==> src/rtl/power_switch_sequencer_unit_assert.svh <==
// Assertion macros used by the file that checks its own logic.
`ifndef POWER_SWITCH_SEQUENCER_UNIT_ASSERT_SVH
`define POWER_SWITCH_SEQUENCER_UNIT_ASSERT_SVH

// The property must hold in the same cycle as its condition.
`define PSS_ASSERT_SAME(label, clk, rst, cond, prop, msg) \
   label: assert property (@(posedge clk) disable iff (rst) (cond) |-> (prop)) \
      else $error(msg);

// The property must hold in the cycle after its condition.
`define PSS_ASSERT_NEXT(label, clk, rst, cond, prop, msg) \
   label: assert property (@(posedge clk) disable iff (rst) (cond) |=> (prop)) \
      else $error(msg);

`endif

==> src/rtl/pss_pkg.sv <==
`timescale 1ns / 1ps

package pss_pkg;

   localparam int TickBits = 16;
   localparam int CfgBits = 16;
   localparam int CmpBits = (TickBits > CfgBits) ? TickBits : CfgBits;
   localparam int CsrIndexBits = 2;
   localparam int PhaseBits = 2;
   localparam int ReqDataBits = 24;
   localparam int RspDataBits = 8;

   localparam logic [TickBits-1:0] TickTop = {TickBits{1'b1}};

   localparam logic [CfgBits-1:0] MinStateDelayReset = 16'd2500;
   localparam logic [CfgBits-1:0] ForcedOffHoldReset = 16'd5000;
   localparam logic [CfgBits-1:0] MaxShutdownWaitReset = 16'd30000;

   localparam logic [CsrIndexBits-1:0] CsrMinStateDelay = 2'd0;
   localparam logic [CsrIndexBits-1:0] CsrForcedOffHold = 2'd1;
   localparam logic [CsrIndexBits-1:0] CsrMaxShutdownWait = 2'd2;

   localparam logic [PhaseBits-1:0] PhaseCodeOff = 2'd0;
   localparam logic [PhaseBits-1:0] PhaseCodeBoot = 2'd1;
   localparam logic [PhaseBits-1:0] PhaseCodeOn = 2'd2;
   localparam logic [PhaseBits-1:0] PhaseCodeShut = 2'd3;

   typedef struct packed {
      logic [CfgBits-1:0] min_state_delay;
      logic [CfgBits-1:0] forced_off_hold;
      logic [CfgBits-1:0] max_shutdown_wait;
   } cfg_type;

   typedef struct packed {
      logic        button_down;
      logic [15:0] button_hold_ticks;
      logic        host_active;
   } item_type;

   typedef struct packed {
      logic                 power_enable;
      logic                 shutdown_request;
      logic [PhaseBits-1:0] phase;
   } result_type;

   typedef struct packed {
      logic momentary_mode;
      logic released_once;
   } status_type;

endpackage

==> src/rtl/power_switch_sequencer_unit.sv <==
`timescale 1ns / 1ps
// Power switch sequencer. Each request is one system tick carrying the button
// level, the button hold time and the host power status; each yields exactly
// one response with the power enable, the shutdown request and the phase code.
// Requests enter on the req_ stream, responses leave on the rsp_ stream, and
// the three timing registers are written through the csr_ port. The user must
// write them only while the block is idle; the block does not enforce this.
// A request accepted from req_ is held in the input register, and its
// response becomes valid once the output can advance, when the sequence
// state is updated and the result register is loaded.
// Throughput is one request per cycle while the receiver does not stall; the
// state update loop sets that figure.
// Reset clears both stages, puts the sequence in the off phase with a zero
// counter and latching mode, and restores the register defaults.
// When the receiver stalls, the response is held, the input register keeps
// its request, and req_tready falls once both are full.

`include "power_switch_sequencer_unit_assert.svh"

module power_switch_sequencer_unit (
   input  logic                             clock,
   input  logic                             reset,
   input  logic                             req_tvalid,
   output logic                             req_tready,
   // [0] button_down, [16:1] button_hold_ticks, [17] host_active, rest zero
   input  logic [pss_pkg::ReqDataBits-1:0]  req_tdata,
   output logic                             rsp_tvalid,
   input  logic                             rsp_tready,
   // [0] power_enable, [1] shutdown_request, [3:2] phase, rest zero
   output logic [pss_pkg::RspDataBits-1:0]  rsp_tdata,
   input  logic                             csr_wr_en,
   input  logic [pss_pkg::CsrIndexBits-1:0] csr_index,
   input  logic [pss_pkg::CfgBits-1:0]      csr_wdata
);

   pss_pkg::cfg_type    cfg;
   pss_pkg::item_type   req_item;
   pss_pkg::item_type   item;
   pss_pkg::result_type result;
   pss_pkg::status_type status;
   pss_pkg::result_type result_ff;
   pss_pkg::result_type result_in;
   logic                rsp_valid_ff;
   logic                rsp_valid_in;
   logic                item_valid;
   logic                advance;
   logic                step;

   assign req_item.button_down = req_tdata[0];
   assign req_item.button_hold_ticks = req_tdata[16:1];
   assign req_item.host_active = req_tdata[17];

   assign advance = !rsp_valid_ff || rsp_tready;
   assign step = advance && item_valid;

   pss_csr u_csr (
      .clock     (clock),
      .reset     (reset),
      .csr_wr_en (csr_wr_en),
      .csr_index (csr_index),
      .csr_wdata (csr_wdata),
      .cfg       (cfg)
   );

   pss_in_stage u_in_stage (
      .clock      (clock),
      .reset      (reset),
      .req_valid  (req_tvalid),
      .req_item   (req_item),
      .advance    (advance),
      .req_ready  (req_tready),
      .item_valid (item_valid),
      .item       (item)
   );

   pss_core u_core (
      .clock  (clock),
      .reset  (reset),
      .step   (step),
      .item   (item),
      .cfg    (cfg),
      .result (result),
      .status (status)
   );

   always_comb begin
      rsp_valid_in = advance ? item_valid : rsp_valid_ff;
      result_in = step ? result : result_ff;
   end

   always_ff @(posedge clock) begin
      if (reset) begin
         rsp_valid_ff <= 1'b0;
      end else begin
         rsp_valid_ff <= rsp_valid_in;
      end
   end

   always_ff @(posedge clock) begin
      result_ff <= result_in;
   end

   assign rsp_tvalid = rsp_valid_ff;
   assign rsp_tdata = {4'b0000, result_ff.phase, result_ff.shutdown_request,
                       result_ff.power_enable};

   `PSS_ASSERT_SAME(a_no_overrun, clock, reset, req_tvalid && req_tready && item_valid,
      advance, "request accepted into a full input register that does not advance")
   `PSS_ASSERT_NEXT(a_stall_keeps_item, clock, reset,
      item_valid && rsp_valid_ff && !rsp_tready,
      item_valid, "input register lost its request during an output stall")
   `PSS_ASSERT_NEXT(a_mode_sticky, clock, reset, status.momentary_mode,
      status.momentary_mode, "momentary mode cleared without reset")
   `PSS_ASSERT_SAME(a_enable_matches_phase, clock, reset, rsp_valid_ff,
      result_ff.power_enable == (result_ff.phase != pss_pkg::PhaseCodeOff),
      "power enable disagrees with the phase code")

endmodule

==> src/rtl/pss_csr.sv <==
`timescale 1ns / 1ps

module pss_csr (
   input  logic                             clock,
   input  logic                             reset,
   input  logic                             csr_wr_en,
   input  logic [pss_pkg::CsrIndexBits-1:0] csr_index,
   input  logic [pss_pkg::CfgBits-1:0]      csr_wdata,
   output pss_pkg::cfg_type                 cfg
);

   pss_pkg::cfg_type cfg_ff;
   pss_pkg::cfg_type cfg_in;

   always_comb begin
      cfg_in = cfg_ff;
      if (csr_wr_en) begin
         unique case (csr_index)
            pss_pkg::CsrMinStateDelay:   cfg_in.min_state_delay = csr_wdata;
            pss_pkg::CsrForcedOffHold:   cfg_in.forced_off_hold = csr_wdata;
            pss_pkg::CsrMaxShutdownWait: cfg_in.max_shutdown_wait = csr_wdata;
            default:                     cfg_in = cfg_ff;
         endcase
      end
   end

   always_ff @(posedge clock) begin
      if (reset) begin
         cfg_ff.min_state_delay <= pss_pkg::MinStateDelayReset;
         cfg_ff.forced_off_hold <= pss_pkg::ForcedOffHoldReset;
         cfg_ff.max_shutdown_wait <= pss_pkg::MaxShutdownWaitReset;
      end else begin
         cfg_ff <= cfg_in;
      end
   end

   assign cfg = cfg_ff;

endmodule

==> src/rtl/pss_in_stage.sv <==
`timescale 1ns / 1ps

module pss_in_stage (
   input  logic              clock,
   input  logic              reset,
   input  logic              req_valid,
   input  pss_pkg::item_type req_item,
   input  logic              advance,
   output logic              req_ready,
   output logic              item_valid,
   output pss_pkg::item_type item
);

   logic              valid_ff;
   logic              valid_in;
   pss_pkg::item_type item_ff;
   pss_pkg::item_type item_in;
   logic              accept;

   assign req_ready = !valid_ff || advance;
   assign accept = req_valid && req_ready;

   always_comb begin
      item_in = accept ? req_item : item_ff;
      if (accept) begin
         valid_in = 1'b1;
      end else if (advance) begin
         valid_in = 1'b0;
      end else begin
         valid_in = valid_ff;
      end
   end

   always_ff @(posedge clock) begin
      if (reset) begin
         valid_ff <= 1'b0;
      end else begin
         valid_ff <= valid_in;
      end
   end

   always_ff @(posedge clock) begin
      item_ff <= item_in;
   end

   assign item_valid = valid_ff;
   assign item = item_ff;

endmodule

==> src/rtl/pss_core.sv <==
`timescale 1ns / 1ps

module pss_core (
   input  logic                clock,
   input  logic                reset,
   input  logic                step,
   input  pss_pkg::item_type   item,
   input  pss_pkg::cfg_type    cfg,
   output pss_pkg::result_type result,
   output pss_pkg::status_type status
);

   typedef enum logic [3:0] {
      PhOff  = 4'b0001,
      PhBoot = 4'b0010,
      PhOn   = 4'b0100,
      PhShut = 4'b1000
   } phase_type;

   phase_type                     phase_ff;
   phase_type                     phase_in;
   logic [pss_pkg::TickBits-1:0]  ticks_ff;
   logic [pss_pkg::TickBits-1:0]  ticks_in;
   logic                          released_ff;
   logic                          released_in;
   logic                          mode_ff;
   logic                          mode_in;
   logic                          long_press;
   logic                          delay_done;
   logic                          wait_done;
   logic [pss_pkg::PhaseBits-1:0] phase_code;

   assign long_press = item.button_down
                       && (item.button_hold_ticks > cfg.forced_off_hold);
   assign delay_done = pss_pkg::CmpBits'(ticks_ff)
                       >= pss_pkg::CmpBits'(cfg.min_state_delay);
   assign wait_done = pss_pkg::CmpBits'(ticks_ff)
                      >= pss_pkg::CmpBits'(cfg.max_shutdown_wait);

   // Later moves override earlier ones within one tick.
   always_comb begin
      phase_in = phase_ff;
      released_in = released_ff;
      mode_in = mode_ff;
      unique case (phase_ff)
         PhOff: begin
            if (!item.button_down) begin
               released_in = 1'b1;
            end
            if ((!mode_ff || released_in) && (item.button_down || item.host_active)) begin
               phase_in = PhBoot;
            end
         end
         PhBoot: begin
            if (item.host_active && delay_done) begin
               phase_in = PhOn;
            end
            if (!item.button_down && !delay_done) begin
               mode_in = 1'b1;
            end
            if (mode_in && long_press) begin
               phase_in = PhOff;
            end
         end
         PhOn: begin
            if (mode_ff) begin
               if (item.button_down || !item.host_active) begin
                  phase_in = PhShut;
               end
            end else begin
               if (!item.button_down || !item.host_active) begin
                  phase_in = PhShut;
               end
            end
         end
         PhShut: begin
            if (!item.host_active && delay_done) begin
               phase_in = PhOff;
            end
            if (mode_ff && long_press) begin
               phase_in = PhOff;
            end
            if (!mode_ff && wait_done) begin
               phase_in = PhOff;
            end
         end
         default: begin
            phase_in = PhOff;
         end
      endcase

      if (phase_in != phase_ff) begin
         ticks_in = '0;
         if (phase_in == PhOff) begin
            released_in = 1'b0;
         end
      end else if (ticks_ff != pss_pkg::TickTop) begin
         ticks_in = ticks_ff + 1'b1;
      end else begin
         ticks_in = ticks_ff;
      end
   end

   always_comb begin
      unique case (phase_in)
         PhOff:   phase_code = pss_pkg::PhaseCodeOff;
         PhBoot:  phase_code = pss_pkg::PhaseCodeBoot;
         PhOn:    phase_code = pss_pkg::PhaseCodeOn;
         PhShut:  phase_code = pss_pkg::PhaseCodeShut;
         default: phase_code = pss_pkg::PhaseCodeOff;
      endcase
   end

   always_ff @(posedge clock) begin
      if (reset) begin
         phase_ff <= PhOff;
         ticks_ff <= '0;
         released_ff <= 1'b0;
         mode_ff <= 1'b0;
      end else if (step) begin
         phase_ff <= phase_in;
         ticks_ff <= ticks_in;
         released_ff <= released_in;
         mode_ff <= mode_in;
      end
   end

   assign result.power_enable = (phase_in != PhOff);
   assign result.shutdown_request = (phase_in == PhShut);
   assign result.phase = phase_code;
   assign status.momentary_mode = mode_ff;
   assign status.released_once = released_ff;

endmodule
==> config.mk <==
export PLATFORM = sky130hd
export DESIGN_NAME = power_switch_sequencer_unit
export DESIGN_NICKNAME = d
export VERILOG_FILES = /design/src/rtl/pss_pkg.sv /design/src/rtl/power_switch_sequencer_unit.sv /design/src/rtl/pss_csr.sv /design/src/rtl/pss_in_stage.sv /design/src/rtl/pss_core.sv
export VERILOG_INCLUDE_DIRS = /design/src /design/src/rtl
export SDC_FILE = /design/constraint.sdc
export NUM_CORES = 1
export LEC_CHECK = 0
export BUFFER_PORTS_ARGS = -buffer_cell sky130_fd_sc_hd__buf_4
export CAP_MARGIN = 20
export CORE_ASPECT_RATIO = 1.75
export CORE_UTILIZATION = 50
export DETAILED_ROUTE_END_ITERATION = 10
export PLACE_DENSITY = 0.72
export SKIP_LAST_GASP = 1
export SLEW_MARGIN = 20
export SYNTH_ARGS = -nofsm -noshare
export SYNTH_HDL_FRONTEND = slang
export SYNTH_SLANG_ARGS = --single-unit
==> constraint.sdc <==
create_clock -name clock -period 2.7 [get_ports clock]
set_input_delay 0.405 -clock clock [delete_from_list [all_inputs] [get_ports clock]]
set_output_delay 0.405 -clock clock [all_outputs]
set_load 0.01 [all_outputs]
# --- Yosys cells after proc, flatten, opt, wreduce, memory -nomap -nowiden ---
# Index checks and enable logic that the tools add are counted.
classes:
  n_reduce_logical: 30
  div: 0
  n_mux: 22
  bitwise_logic: 0
  shifts: 0
  mul: 0
  eq_ne: 13
  n_lt_le_gt_ge: 3
  n_addsub: 1
op_table:
  columns: ["op", "count"]
  rows:
  - ["2-to-1 mux 4 bit", 9]
  - [">= comparator 16 bit", 2]
  - ["2-to-1 mux 16 bit", 2]
  - ["adder 16 x 1 -> 16 bit (second input constant)", 1]
  - ["> comparator 16 bit", 1]
  - ["inequality test 16 bit (second input constant)", 1]
  - ["case mux 4 bit (4 select lines)", 1]
  - ["logical AND 1 bit", 10]
  - ["AND reduction 2 bit", 5]
  - ["2-to-1 mux 1 bit", 9]
  - ["equality test 4 x 1 -> 1 bit (second input constant)", 2]
  - ["equality test 4 x 2 -> 1 bit (second input constant)", 2]
  - ["equality test 4 x 3 -> 1 bit (second input constant)", 2]
  - ["equality test 4 bit (second input constant)", 2]
  - ["zero test 1 bit", 6]
  - ["logical OR 1 bit", 6]
  - ["case mux 2 bit (3 select lines)", 1]
  - ["inequality test 4 x 1 -> 1 bit (second input constant)", 1]
  - ["inequality test 4 bit", 1]
  - ["nonzero test 2 bit", 2]
  - ["equality test 2 x 1 -> 1 bit (second input constant)", 1]
  - ["equality test 2 bit (second input constant)", 1]
  - ["zero test 2 bit", 1]
word_totals:
  out_inout_bits: 10
  n_memories: 0
  ram_bits: 0
  ff_bits: 94
  wordCells: 84
  latch_bits: 0
  in_bits: 47
  mem_bits_ro: 0

# --- Longest topological paths before layout ---
logic_depth:
  depth_word: 11
  ltp_mapped: 12
  ltp_nobuf: 10

# --- By module ---
# Synthesis repeated with hierarchy kept, for this count alone.
hier_totals:
  hier_cells: 587
  area_unflattened_um2: 5504.0
by_module_without_submodules:
  columns: ["module", "area_per_inst_um2", "n_inst", "seq_area_each_um2", "cells_per_inst"]
  rows:
  - ["pss_core", 2732.6, 1, 440.4, 358]
  - ["pss_csr", 1966.9, 1, 960.9, 192]
  - ["pss_in_stage", 595.6, 1, 560.5, 23]
  - ["power_switch_sequencer_unit", 209.0, 1, 140.1, 14]

# --- Worst setup path before layout ---
# No wires, ideal clock.
synth_timing:
  path_type: "register to register"
  from: "register u_in_stage.item_ff (netlist bit u_in_stage.item[16])"
  to: "register u_core.ticks_ff[7] (netlist bit)"
  stages_incl_launch_ff: 12
  setup_time_ns: 0.074
  path_slack_ns: 0.159
  n_path_buf: 2
  t_required_ns: 2.626
  period_less_slack_ns: 2.541
  arrival_time_ns: 2.466
  path_cell_list: "edfxtp_1 -> ha_1 -> nand4_2 -> or4_4 -> a31oi_4 -> a21o_4 -> a21oi_1 -> and4bb_1 -> buf_6 -> buf_12 -> nand3_2 -> a31oi_2"
synth_between:
  elab_chain_cells: 9
  elab_cells_between_ends: 12
  cone_classes: "1 x order compare; 1 x eq/ne; 5 x mux; 5 x reduce/logical"
synth_lines:
  columns: ["item", "line", "text"]
  rows:
  - ["start: declaration", "pss_in_stage.sv:16", "pss_pkg::item_type item_ff;"]
  - ["start signal: assignment", "pss_in_stage.sv:43", "item_ff <= item_in;"]
  - ["> comparator 16 bit (*)", "pss_core.sv:34", "&& (item.button_hold_ticks > cfg.forced_off_hold);"]
  - ["logical AND 1 bit (*)", "pss_core.sv:34", null]
  - ["logical AND 1 bit", "pss_core.sv:80", "if (mode_ff && long_press) begin"]
  - ["2-to-1 mux 4 bit", "pss_core.sv:80", null]
  - ["2-to-1 mux 4 bit", "pss_core.sv:83", "if (!mode_ff && wait_done) begin"]
  - ["case mux 4 bit (4 select lines) (*)", "pss_core.sv:45", "unique case (phase_ff)"]
  - ["inequality test 4 bit (*)", "pss_core.sv:92", "if (phase_in != phase_ff) begin"]
  - ["nonzero test 2 bit (no line)", null, null]
  - ["AND reduction 2 bit (no line)", null, null]
  - ["end signal: assignment", "pss_core.sv:122", "ticks_ff <= ticks_in;"]
  - ["end: declaration", "pss_core.sv:22", "logic [pss_pkg::TickBits-1:0] ticks_ff;"]
# Mark *: on every way between the ends. The rest lies on a longest branch, timed or not.
# A chain may end at the register's enable or synchronous reset.

# --- Worst setup path after layout ---
layout_timing:
  from: "register u_in_stage.item_ff (netlist bit u_in_stage.item[8])"
  to: "register u_core.ticks_ff[15] (netlist bit)"
# The elaborated chain is that of the path after synthesis.

==> impl.org <==
** GRT
- After global routing the overflow that remains totals 0.
- Maximum number of pins on one net before global-route repair :: 49
- The initial antenna violation count came to 0.
- Wire length of the first global-routing pass :: 20320 µm
- Via count of the first global-routing pass :: 4519
- Global routing consumed, over all layers together, 24.46% of the routing resources.

** Synth
- The synthesized netlist occupies a cell area of 5179 µm².
- For this run, the leading register cell type out of synthesis is dfxtp_1.
- In this run the biggest area consumer among cell types represents 27.83% of the synthesized area.
- Async set or reset register ratio after synthesis :: 0%
- Instance count of the mapped netlist :: 607
- By count the netlist is led by nand2_1, dfxtp_1, a21oi_1.
- Unique cell type count in the Yosys netlist :: 56
- Counting flops with a built-in enable in the synthesized netlist gives 22.
- Area leader, netlist :: dfxtp_1
- Adder and majority cell fraction of the synthesized area :: 11.84%
- By area the synthesized netlist is led by dfxtp_1, edfxtp_1, ha_1, nand2_1, a21oi_1.
- Synthesized area per cell :: 8.532 µm²
- The synthesized netlist devotes 17.73% of its cell area to compound gates.
- After synthesis the netlist holds a flip-flop and latch count of 94.
- After Yosys synthesis, XOR and XNOR cells account for 0.1691% of the synthesized area.
- By area, the combinational part of the netlist is dominated by simple AND/OR/NAND/NOR gates.
- Simple-gate area share of the yosys netlist :: 21.79%
- Sequential area share after synthesis :: 40.59%
- Yosys printed 0 warnings.
- Yosys instantiated no cell more often than nand2_1.
- In the synthesized netlist, mux cells make up 0% of the area.

** Pwr
- The share of total power dissipated in combinational logic is 11.8%.
- Internal power consumption :: 2.440 mW
- In this run the power density over the cells is 502.6 nW/µm².
- Max IR drop VDD :: 0.0004502 V
- Part of the total power dissipated in the clock network :: 40.9%
- Of the total power, the share spent switching nets is 24.21%.
- The analysis attributes to cell leakage a power of 2.645 nW.
- The analysis attributes to net switching a power of 0.7794 mW.
- Per report_power, the sequential group accounts for 47.3% of the total.

** Detailed routing
- Post-route DRC :: 0
- After detailed routing, the average wire length per cell comes to 15.60 µm.
- DRT met1 WL :: 4689 µm
- Remaining antenna violation count :: 0
- The highest metal layer carrying signal wires in the routed design is met4.
- In the detailed route, the total length drawn on met3 is 507 µm.
- In this run, the number of DRC markers left after iteration 0 of detailed routing was 293.
- Using the TritonRoute via totals, the vias-per-cell ratio works out to 5.741.
- Routed WL :: 12510 µm
- Summed over all nets, wire length on met2 after detailed routing comes to 6729 µm.
- 1st-pass router iterations :: 7
- Via count of the routed design :: 4604

** STA
- Min Clock Period, post-route :: 2771 ps
- Slew Viols, Final :: 0
- Headroom to the max-slew limit came out at 46.16%.
- Derived from the worst setup path, the maximum achievable clock frequency is 360.9 MHz.
- Unrepaired setup endpoints after global routing :: yes
- Hold timing on the final database bottoms out at a slack of 231.0 ps.
- Worst Clk Skew :: 7.290 ps
- Dividing the final minimum period by the clock period gives 102.6%.
- Least-Margin Pin Slew :: 807.7 ps
- Once routing completed, OpenROAD measured the worst setup slack at -70.54 ps.
- Setup-violating endpoint count in the final report :: 14
- After routing, the total negative slack on setup checks comes to -536.5 ps.
- Final Hold Viols :: 0

** Clocking
- Clock tree from TritonCTS :: yes
- The clock passes through at most 2 buffers.
- Number of clock buffers inserted by TritonCTS :: 9
- Count of hold-fix buffers inserted at cts :: 0
- In this run the number of H-tree levels came out at 3.
- Number of sinks handled by clock tree synthesis :: 94
- After clock tree synthesis, the clock-pin slew on the worst setup and hold paths is 70 ps.
- Root Driver :: clkbuf_16
- At the later pin of the worst-skew pair, clock insertion delay measures 350 ps.

** Placement
- The congestion estimate from routability-driven global placement came to 0.8770.
- After legalization and detailed placement, the total HPWL measured 8739 µm.
- Buffers placed on the I/O ports in this run total 46.
- # placed instances :: 776

** Worst setup path
- The critical path goes through ha_4 > nand4_1 > or4_4 > a31oi_4 > a21o_4 > a21oi_2 > and4bb_4 > buf_12 > buf_16 > a21oi_1 > nor3_1.
- The number of cells on the worst reg-to-reg path is 11.
- Data on the critical path is required at its endpoint by 2970 ps.
- Worst setup SP type :: flop
- Data arrives at the worst endpoint at 3040 ps.
- The kind of cell with the highest combined delay along the critical path is simple AND/OR/NAND/NOR gates.
- The largest individual stage delay along the critical path comes from the cell or4_4.
- FF-to-FF End :: u_core.ticks_ff[15]
- For this run, the slowest stage of the critical path takes 600 ps.
- Largest driver fanout on the critical path :: 7
- The worst register-to-register path begins at u_in_stage.item[8].
- The worst setup path is of the reg2reg kind.
- The worst setup path is captured at a flop.
- Together, buffers and inverters on the worst path number 2.
- The setup check on the worst reg-to-reg path leaves a slack of -70 ps.

** Worst hold path
- The worst hold path terminates at u_in_stage.item[5].
- The startpoint identified for the worst hold timing path is req_tdata[5].
- Counting instances, the worst hold path has a depth of 1.
- In this run the worst hold path is classified as in2reg.

** Floorplan
- For this design the top-level I/O count stands at 57.
- From bottom edge to top edge, the die measures 136.6 µm.
- Initial Util :: 51.95%
- Die span in x :: 78.93 µm
- Placeable core area :: 9970 µm²
- Area of the die :: 10780 µm²
- Row generation in the floorplan step produced 48 rows.

** Run status
- The final reports fail on negative setup slack.
- Run status :: finished with violations

** Finish
- Cells with a size suffix above 1 make up 21.57% of the layout.
- After the last flow step, the layout net total stands at 768.
- The area growth from synthesis to layout is 23.68%.
- Number of non-filler instances in the completed layout :: 802
- The repair_antennas step left the layout with diodes totalling 0.
- Cells fill 64.24% of the core in the end.

** Job
- Max-cap check violation count :: 0
==> power groups by stage <==
| stage | combinational (mW) | sequential (mW) | clock (mW) |
|---|---|---|---|
| after floorplan | 0.211 | 1.54 | 0 |
| after global routing | 0.416 | 1.53 | 1.39 |
| final | 0.380 | 1.52 | 1.32 |
| after global placement | 0.311 | 1.55 | 0 |
| after CTS | 0.352 | 1.52 | 1.33 |
| after detailed placement | 0.322 | 1.55 | 0 |
==> kinds of logic (layout without fill, tap and decap cells) <==
group / Yosys count / in the layout
AOI/OAI and AO/OA: 140 / 140
xor gates and xnor gates: 1 / 1
buffers and inverters: 95 / 162
and+or+nand+nor: 227 / 227
adders and majority gates: 49 / 49
other: 1 / 4
DFF: 94 / 94
==> final cells by class <==
class	count	area, µm²
clock buffer	11	254.0
multi-input combinational	421	2899
tap	125	156.4
fill	846	3565
timing repair buffer	85	706.9
inverter	61	229.0
clock inverter	5	56.30
sequential	94	2103
==> through the flow <==
stage | instance area [µm²] | worst slack, ps | power [mW]
floorplan | 5190 | 159.3 | 1.756
global placement | 5752 | -30.34 | 1.860
detailed placement | 5752 | -82.66 | 1.873
CTS | 6211 | -65.02 | 3.202
global route | 6405 | -146.1 | 3.336
finish | 6405 | -70.54 | 3.219
==> flip-flops by register name, summed over array words and instances, names as in the netlist <==
| signal | count |
|---|---|
| u_core.phase_ff | 4 |
| u_in_stage.item_valid | 1 |
| rsp_tvalid | 1 |
| u_in_stage.item | 18 |
| u_core.released_ff | 1 |
| rsp_tdata | 4 |
| u_csr.cfg | 48 |
| u_core.mode_ff | 1 |
| u_core.ticks_ff | 16 |
==> cell usage in the layout, fill, tap and decap left out, types with 3 or more instances in the layout <==
master / count
edfxtp_1: 22
o31ai_1: 3
a41oi_1: 4
nand3_1: 10
ha_1: 44
a211oi_2: 4
ha_4: 5
nor3_1: 10
buf_4: 80
clkbuf_16: 10
nor2b_1: 7
a31oi_2: 3
o21ai_0: 11
or3_1: 5
a31oi_1: 9
nand4_1: 14
conb_1: 4
nor2_1: 39
a211o_1: 19
nand3b_1: 3
nand2_1: 96
nand2b_1: 3
nor4_1: 3
and3_1: 6
and4_1: 4
a21oi_1: 61
nand3_2: 9
o21ai_1: 3
a211oi_1: 3
dfxtp_1: 71
inv_1: 61
==> worst reg2reg max path, cell delays in order, from the launching register on <==
cell	delay, ps
edfxtp_1	420
ha_4	290
nand4_1	180
or4_4	600
a31oi_4	170
a21o_4	120
a21oi_2	50
and4bb_4	400
buf_12	140
buf_16	130
a21oi_1	70
nor3_1	140
==> worst max-delay path by stage <==
stage / startpoint / to / depth (start not counted) / slack [ps]
after CTS: u_in_stage.item[7] / u_core.ticks_ff[4] / 11 / -70
final: u_in_stage.item[8] / u_core.ticks_ff[15] / 11 / -70
after global routing: u_in_stage.item[11] / u_core.ticks_ff[6] / 11 / -150
after global placement: u_core.ticks_ff[0] / u_core.ticks_ff[12] / 12 / -30
after detailed placement: u_core.ticks_ff[0] / u_core.ticks_ff[14] / 12 / -80
after floorplan: u_in_stage.item[16] / u_core.ticks_ff[7] / 11 / 160
==> routing by layer <==
layer / GRT usage [%] / vias to the layer above
li1: - / 2258
met1: 25.81 / 2155
met2: 43.67 / 144
met3: 4.467 / 47
met4: 16.26 / 0
met5: 0 / -
==> timing repair <==
action / CTS / global route
pin swaps: 19 / 17
buffers inserted: 3 / 5
setup endpoints to repair: 21 / 23
cloned: 2 / 0
gates resized for setup: 14 / 25
(Power assumes the default switching activity.)
